--- src/rtl/nearest_point_search_assert.svh ---
// ----------------------------------------------------------------------------
// nearest point search assertion macros
// concurrent checks on i_clk, disabled while i_rst_n is low
// ----------------------------------------------------------------------------
`ifndef NEAREST_POINT_SEARCH_ASSERT_SVH
`define NEAREST_POINT_SEARCH_ASSERT_SVH
`ifndef SYNTHESIS
// expression holds at every edge out of reset
`define NPS_ASSERT_ALWAYS(lbl, expr, msg) \
    lbl: assert property (@(posedge i_clk) disable iff (!i_rst_n) (expr)) else $error(msg);
// consequent holds in the same cycle as the antecedent
`define NPS_ASSERT_IMPLY(lbl, ante, cons, msg) \
    lbl: assert property (@(posedge i_clk) disable iff (!i_rst_n) (ante) |-> (cons)) else $error(msg);
`else
`define NPS_ASSERT_ALWAYS(lbl, expr, msg)
`define NPS_ASSERT_IMPLY(lbl, ante, cons, msg)
`endif
`endif

--- src/rtl/nps_pkg.sv ---
// ----------------------------------------------------------------------------
// nps_pkg
// word types, operation codes and status codes of the nearest point search
// ----------------------------------------------------------------------------
package nps_pkg;

    localparam int FIELD_BITS = 24;
    localparam int IDX_BITS   = 10;
    localparam int DIST_BITS  = 48;

    // operation codes
    localparam logic [1:0] FUNC_CLEAR = 2'd0;
    localparam logic [1:0] FUNC_LOAD  = 2'd1;
    localparam logic [1:0] FUNC_QUERY = 2'd2;

    // status codes
    localparam logic [1:0] STATUS_QUERY_DONE = 2'd0;
    localparam logic [1:0] STATUS_EMPTY      = 2'd1;
    localparam logic [1:0] STATUS_FULL       = 2'd2;
    localparam logic [1:0] STATUS_DONE       = 2'd3;

    localparam logic [DIST_BITS-1:0] DIST_SAT = {DIST_BITS{1'b1}};

    typedef struct packed {
        logic [1:0]                   func;
        logic signed [FIELD_BITS-1:0] coord_x;
        logic signed [FIELD_BITS-1:0] coord_y;
        logic signed [FIELD_BITS-1:0] coord_z;
    } t_nps_in;

    typedef struct packed {
        logic [IDX_BITS-1:0]  nearest_index;
        logic [DIST_BITS-1:0] nearest_distance;
        logic [1:0]           status;
    } t_nps_out;

    // control that travels alongside a point through the distance pipe
    typedef struct packed {
        logic valid;
        logic last;
    } t_nps_tag;

endpackage

--- src/rtl/nps_dist_pipe.sv ---
// ----------------------------------------------------------------------------
// nps_dist_pipe
// three-stage squared distance pipe: abs difference, squares, saturating sum
// ----------------------------------------------------------------------------
module nps_dist_pipe #(
    parameter int COORD_BITS = 24,
    parameter int IDX_W      = 10,
    parameter int DISTW      = 52
) (
    input  logic                      i_clk,
    input  logic                      i_rst_n,
    input  nps_pkg::t_nps_tag         i_tag,
    input  logic [IDX_W-1:0]          i_idx,
    input  logic [3*COORD_BITS-1:0]   i_query,
    input  logic [3*COORD_BITS-1:0]   i_point,
    output nps_pkg::t_nps_tag         o_tag,
    output logic [IDX_W-1:0]          o_idx,
    output logic [DISTW-1:0]          o_dist
);

    localparam int CB   = COORD_BITS;
    localparam int DW   = CB + 1;
    localparam int MW   = (DW > 32) ? 32 : DW;
    localparam int SW   = 2 * MW;
    localparam int SUMW = SW + 2;

    localparam logic [DW-1:0]   SQ_LIM  = DW'({MW{1'b1}});
    localparam logic [SUMW-1:0] SUM_CAP = SUMW'({DISTW{1'b1}});

    nps_pkg::t_nps_tag r_tag1, r_tag2, r_tag3;
    logic [IDX_W-1:0]  r_idx1, r_idx2, r_idx3;
    logic [DW-1:0]     r_ad [3];
    logic [SW-1:0]     r_sq [3];
    logic [DISTW-1:0]  r_dist;
    logic [SUMW-1:0]   sum;

    for (genvar k = 0; k < 3; k++) begin : g_axis
        logic signed [CB-1:0] q_c, p_c;
        logic signed [DW-1:0] df;
        logic [DW-1:0]        ad;
        logic [SW-1:0]        prod;
        logic                 sq_sat;

        assign q_c = $signed(i_query[k*CB +: CB]);
        assign p_c = $signed(i_point[k*CB +: CB]);
        assign df  = DW'(q_c) - DW'(p_c);
        assign ad  = df[DW-1] ? DW'(-df) : DW'(df);

        // magnitude beyond 32 bits saturates the square
        assign sq_sat = r_ad[k] > SQ_LIM;
        assign prod   = SW'(r_ad[k][MW-1:0]) * SW'(r_ad[k][MW-1:0]);

        always_ff @(posedge i_clk) begin
            r_ad[k] <= ad;
            r_sq[k] <= sq_sat ? {SW{1'b1}} : prod;
        end
    end

    assign sum = SUMW'(r_sq[0]) + SUMW'(r_sq[1]) + SUMW'(r_sq[2]);

    always_ff @(posedge i_clk) begin
        r_dist <= (sum > SUM_CAP) ? SUM_CAP[DISTW-1:0] : sum[DISTW-1:0];
        r_idx1 <= i_idx;
        r_idx2 <= r_idx1;
        r_idx3 <= r_idx2;
    end

    always_ff @(posedge i_clk) begin
        if (!i_rst_n) begin
            r_tag1 <= '0;
            r_tag2 <= '0;
            r_tag3 <= '0;
        end else begin
            r_tag1 <= i_tag;
            r_tag2 <= r_tag1;
            r_tag3 <= r_tag2;
        end
    end

    assign o_tag  = r_tag3;
    assign o_idx  = r_idx3;
    assign o_dist = r_dist;

endmodule

--- config.mk ---
export PLATFORM = sky130hd
export DESIGN_NAME = nps_dist_pipe
export DESIGN_NICKNAME = d
export VERILOG_FILES = /design/src/rtl/nearest_point_search_assert.svh /design/src/rtl/nps_pkg.sv /design/src/rtl/nps_dist_pipe.sv
export SDC_FILE = /design/constraint.sdc
export NUM_CORES = 2
export LEC_CHECK = 0
export BUFFER_PORTS_ARGS = -buffer_cell sky130_fd_sc_hd__buf_2
export CAP_MARGIN = 20
export CORE_AREA = 2 2 341 343
export CTS_CLUSTER_DIAMETER = 200
export DETAILED_ROUTE_END_ITERATION = 10
export DIE_AREA = 0 0 343 345
export HOLD_SLACK_MARGIN = 0.08
export PLACE_DENSITY = 0.76
export SYNTH_ARGS = -nofsm -noshare
export SYNTH_HDL_FRONTEND = slang
export SYNTH_SLANG_ARGS = --single-unit
--- constraint.sdc ---
create_clock -name i_clk -period 22.4 [get_ports i_clk]
set_input_delay 2.24 -clock i_clk [delete_from_list [all_inputs] [get_ports i_clk]]
set_output_delay 2.24 -clock i_clk [all_outputs]
set_load 0.02 [all_outputs]
Yosys cells after proc, flatten, opt, wreduce, memory -nomap -nowiden:

Memories as Yosys holds them, arrays and structs flattened.
Index checks and enable logic that the tools add are counted.

* flip-flop bits (word level): 88
* memories: 2
* bits in writable memories: 225
* output and inout bits: 64

* muxes and demuxes: 6
* magnitude comparators: 4
* add/sub/neg operators: 8
* multiply operators: 3

Memories
* r_sq: depth 3, width 50, read ports 3, clocked after memory_dff 0, wr ports 3, line nps_dist_pipe.sv:33 `logic [SW-1:0] r_sq [3];`
* r_ad: depth 3, width 25, read ports 3, clocked after memory_dff 0, wr ports 3, line nps_dist_pipe.sv:32 `logic [DW-1:0] r_ad [3];`

Operator list (number)
* multiplier 25 x 25 -> 50 bit: 3
* two-way mux 50 bit: 3
* > comparator 25 bit, second input constant: 3
* two-way mux 25 bit: 3
* negator 25 bit: 3
* subtractor 24 x 24 -> 25 bit: 3
* adder 51 x 50 -> 52 bit: 1
* > comparator 52 bit, second input constant: 1
* adder 50 x 50 -> 51 bit: 1

Logic depth before layout (Yosys ltp):

* depth after elaboration: 3
* depth in mapped cells: 30
* mapped depth without buffers: 28

Least setup slack after synthesis:

OpenSTA, ideal clock, no wires.

* path kind: register to register
* start: mem r_ad[0][53] (netlist name)
* end: mem r_sq[0][134] (netlist name)
* clock period less this slack: 7714 ps
* stages on the path, launching flop included: 30
* data arrival time: 7642 ps
* path slack: 14686 ps
* path buffers: 2
* cells stage by stage: dfxtp_1 -> clkbuf_1 -> clkbuf_1 -> nand2_1 -> fa_1 -> inv_1 -> fa_1 -> inv_1 -> fa_1 -> inv_1 -> fa_1 -> inv_1 -> fa_1 -> inv_1 -> fa_1 -> inv_1 -> fa_1 -> inv_1 -> ha_1 -> a21o_1 -> a21o_1 -> a221o_1 -> or2_1 -> a2111o_1 -> a31oi_1 -> and3b_1 -> a211oi_1 -> o21ai_0 -> a21oi_1 -> xnor2_1

RTL lines (line)
* from (decl): nps_dist_pipe.sv:32
* to (decl): nps_dist_pipe.sv:33

==> results.json <==
{
  "status": "completed",
  "gp_congestion": 0.935,
  "nets": 9856,
  "row_count": 125,
  "die_w_um": 343,
  "synth_seq_cells": 313,
  "critPathArrivalTime_ps": 9080,
  "rr_startpoint": "r_ad[0][9]",
  "clk_path_buf_depth": 3,
  "wire_per_inst_um": 17.7,
  "antenna_found_initial": 8,
  "rsz0062_at_grt": "no",
  "synth-edff-count": 0,
  "grt_max_degree": 29,
  "numCtsBuffers": 37,
  "min_to": "o_idx[1]",
  "synthMuxAreaShare_pct": 0.158,
  "r2r_setup_slack_ps": 13850,
  "setup_tns_ps": 0,
  "synth_cell_types": 88,
  "placed_cell_area_um2": 71000,
  "yosys.area_share.simple_pct": 10.8,
  "min_period_ps": 8550,
  "core_um2": 115000,
  "hpwl_um": 135000,
  "port_buffers": 221,
  "dieArea_um2": 118000,
  "hold_slack_ps": 324,
  "drive_gt1_share_pct": 5.06,
  "min-delay-start": "r_idx2[1]",
  "synth_top_area_share_pct": 42.6,
  "grt_pass1_wl_um": 269000,
  "routed_wl_um": 162000,
  "synth.avg_cell_area_um2": 9.17,
  "cts_setup_buffers": 0,
  "finalMaxSlewViolations": 0,
  "skew_ps": 13.1,
  "grt_pass1_vias": 53400,
  "seq_area_frac_synth_pct": 9.18,
  "dr_total_vias": 49000,
  "antenna_left": 0,
  "htreeDepth": 2,
  "fmax_mhz": 117,
  "ys.flop_type": "dfxtp_1",
  "critical_path_class": "reg -> reg",
  "crit_fanout": 23,
  "hp-class": "reg -> reg",
  "ctsResizeCount": 0,
  "seqCellArea_um2": 6270,
  "clock-sinks": 313,
  "netlist_instances": 7442,
  "area_growth_syn_to_layout_pct": 5.99,
  "design_area_um2": 72300,
  "holdPathStages": 0,
  "yosys_warnings": 0,
  "startpoint_type": "flop",
  "root_buffer": "clkbuf_16",
  "synthAdderAreaFrac_pct": 55.2,
  "period_share_pct": 38.2,
  "cp.required_ps": 22930,
  "overflow": 0,
  "cts_hold_buf": 0,
  "drtIter0Drc": 2634,
  "worst_pin_slew_ps": 1230,
  "vias_per_cell": 5.38,
  "r2r-end": "r_sq[0][48]",
  "yosys-top-cells-area": "fa_1, ha_1, inv_1, dfxtp_1, and2_1",
  "multi_input_area_um2": 53200,
  "synth_compound_area_share_pct": 7.36,
  "synth_top_family_by_area": "adder cells",
  "cts_tree": "yes",
  "reg2reg_depth": 25,
  "finalHoldViolCount": 0,
  "maxSlewHeadroom_pct": 17.8,
  "io_pins": 222,
  "finalSetupViolCount": 0,
  "drt_pass1_iterations": 5,
  "synth_area_um2": 68200,
  "clkLatencyLatePin_ps": 610,
  "clkTransAtPathRegs_ps": 60,
  "grtUsageTotal_pct": 28.5,
  "fin_util_pct": 62.8,
  "die_h_um": 345,
  "synth_xor_area_share_pct": 4.41,
  "route.detailed.drc": 0,
  "fillCellCount": 9546,
  "async_flop_share_pct": 0,
  "synth_top_cell_by_area": "fa_1",
  "crit_path_end_kind": "flop",
  "start_util_pct": 59.3,
  "drv_cap": 0
}
==> Yosys cell counts, drive strengths merged (28+ instances only) <==
cell type / instances
a211oi: 28
a21o: 135
a21oi: 266
a31oi: 35
and2: 381
and3: 33
clkbuf: 195
dfxtp: 313
fa: 1452
ha: 686
inv: 2146
nand2: 593
nand2b: 30
nand3: 59
nand4: 30
nor2: 221
nor2b: 52
o21a: 40
o21ai: 142
o21bai: 39
xnor2: 233
xor2: 111
==> how the worst max path moves through the flow <==
stage	from	end	slack (ps)	cells past startpoint
global route	r_ad[0][11]	r_sq[0][48]	13370	25
finish	r_ad[0][9]	r_sq[0][48]	13850	25
floorplan	r_ad[0][53]	r_sq[0][134]	14690	29
CTS	r_ad[0][11]	r_sq[0][48]	13910	25
global placement	r_ad[0][1]	r_sq[0][48]	14060	25
detailed placement	r_ad[0][11]	r_sq[0][48]	13930	25
==> metrics by stage <==
step                      instances  setup WS, ps
final                          9112         13850
after global routing           9109         13370
after CTS                      9104         13910
after detailed placement       9041         13930
after global placement         9039         14060
after floorplan                7444         14690
==> cell type report <==
class / instances / share of cell area [%]
diodes: 4 / 0.0138
clock buffers: 44 / 1.37
clock inverters: 19 / 0.374
inverters: 2146 / 11.1
multi-input cells: 4782 / 73.5
flip-flops and latches: 313 / 8.66
well taps: 1524 / 2.64
repair buffers: 280 / 2.29
==> cell families after synthesis <==
kind of cell / after synthesis
buffers and inverters: 2349
muxes: 10
DFF: 313
other: 1
and+or+nand+nor: 1495
xor gates and xnor gates: 344
AOI/OAI and AO/OA: 792
adders and majority gates: 2138
==> layout by cell type (no fill, tap or decap), drive strengths merged, types with 5 or more instances in the layout <==
| cell type | count |
|---|---|
| o22ai | 5 |
| nor2 | 221 |
| or3 | 12 |
| buf | 280 |
| inv | 2152 |
| fa | 1452 |
| o311ai | 6 |
| nor2b | 52 |
| a211o | 6 |
| a31o | 8 |
| a221oi | 6 |
| nor3b | 7 |
| o21bai | 39 |
| dfxtp | 313 |
| o211ai | 18 |
| nand3 | 59 |
| a31oi | 35 |
| nand2b | 30 |
| a21o | 135 |
| mux2 | 6 |
| ha | 686 |
| and4 | 11 |
| xnor2 | 233 |
| a21oi | 266 |
| a211oi | 28 |
| or2 | 8 |
| nand4 | 30 |
| bufinv | 5 |
| nor3 | 27 |
| o31ai | 14 |
| and2 | 381 |
| nand2 | 593 |
| nor4 | 11 |
| clkbuf | 44 |
| o21ai | 142 |
| clkinv | 7 |
| o21a | 40 |
| and3 | 33 |
| xor2 | 111 |
==> layer usage <==
layer / wire length, um / vias to the layer above / track usage (%)
li1: - / 22400 / -
met1: 65400 / 24600 / 37.2
met2: 78300 / 1612 / 47.8
met3: 11100 / 361 / 4.55
met4: 6650 / 6 / 10.9
met5: 41 / - / 0
==> registers in the layout, summed over array words and instances (netlist names) <==
name,flops
r_ad,75
r_tag2,2
r_sq,150
r_idx1,10
o_tag,2
r_idx2,10
o_idx,10
o_dist,52
r_tag1,2
==> critical path, stage by stage, from the launching register on <==
cell,delay [ps]
dfxtp_1,1130
inv_1,310
fa_1,610
inv_1,50
fa_1,490
inv_1,50
fa_1,450
fa_1,520
inv_1,60
fa_1,480
fa_1,490
inv_1,50
fa_1,470
inv_1,40
ha_1,350
a21o_1,190
a21oi_1,220
nand2b_1,80
a21oi_1,120
a21oi_1,170
a2111oi_1,1010
o21a_1,270
o311a_1,240
o21ai_1,130
a221oi_1,320
xnor2_1,150
Power is left out: the tool's default activity adds up to more than one toggle a clock period on the data nets, which glitch-free logic cannot reach.
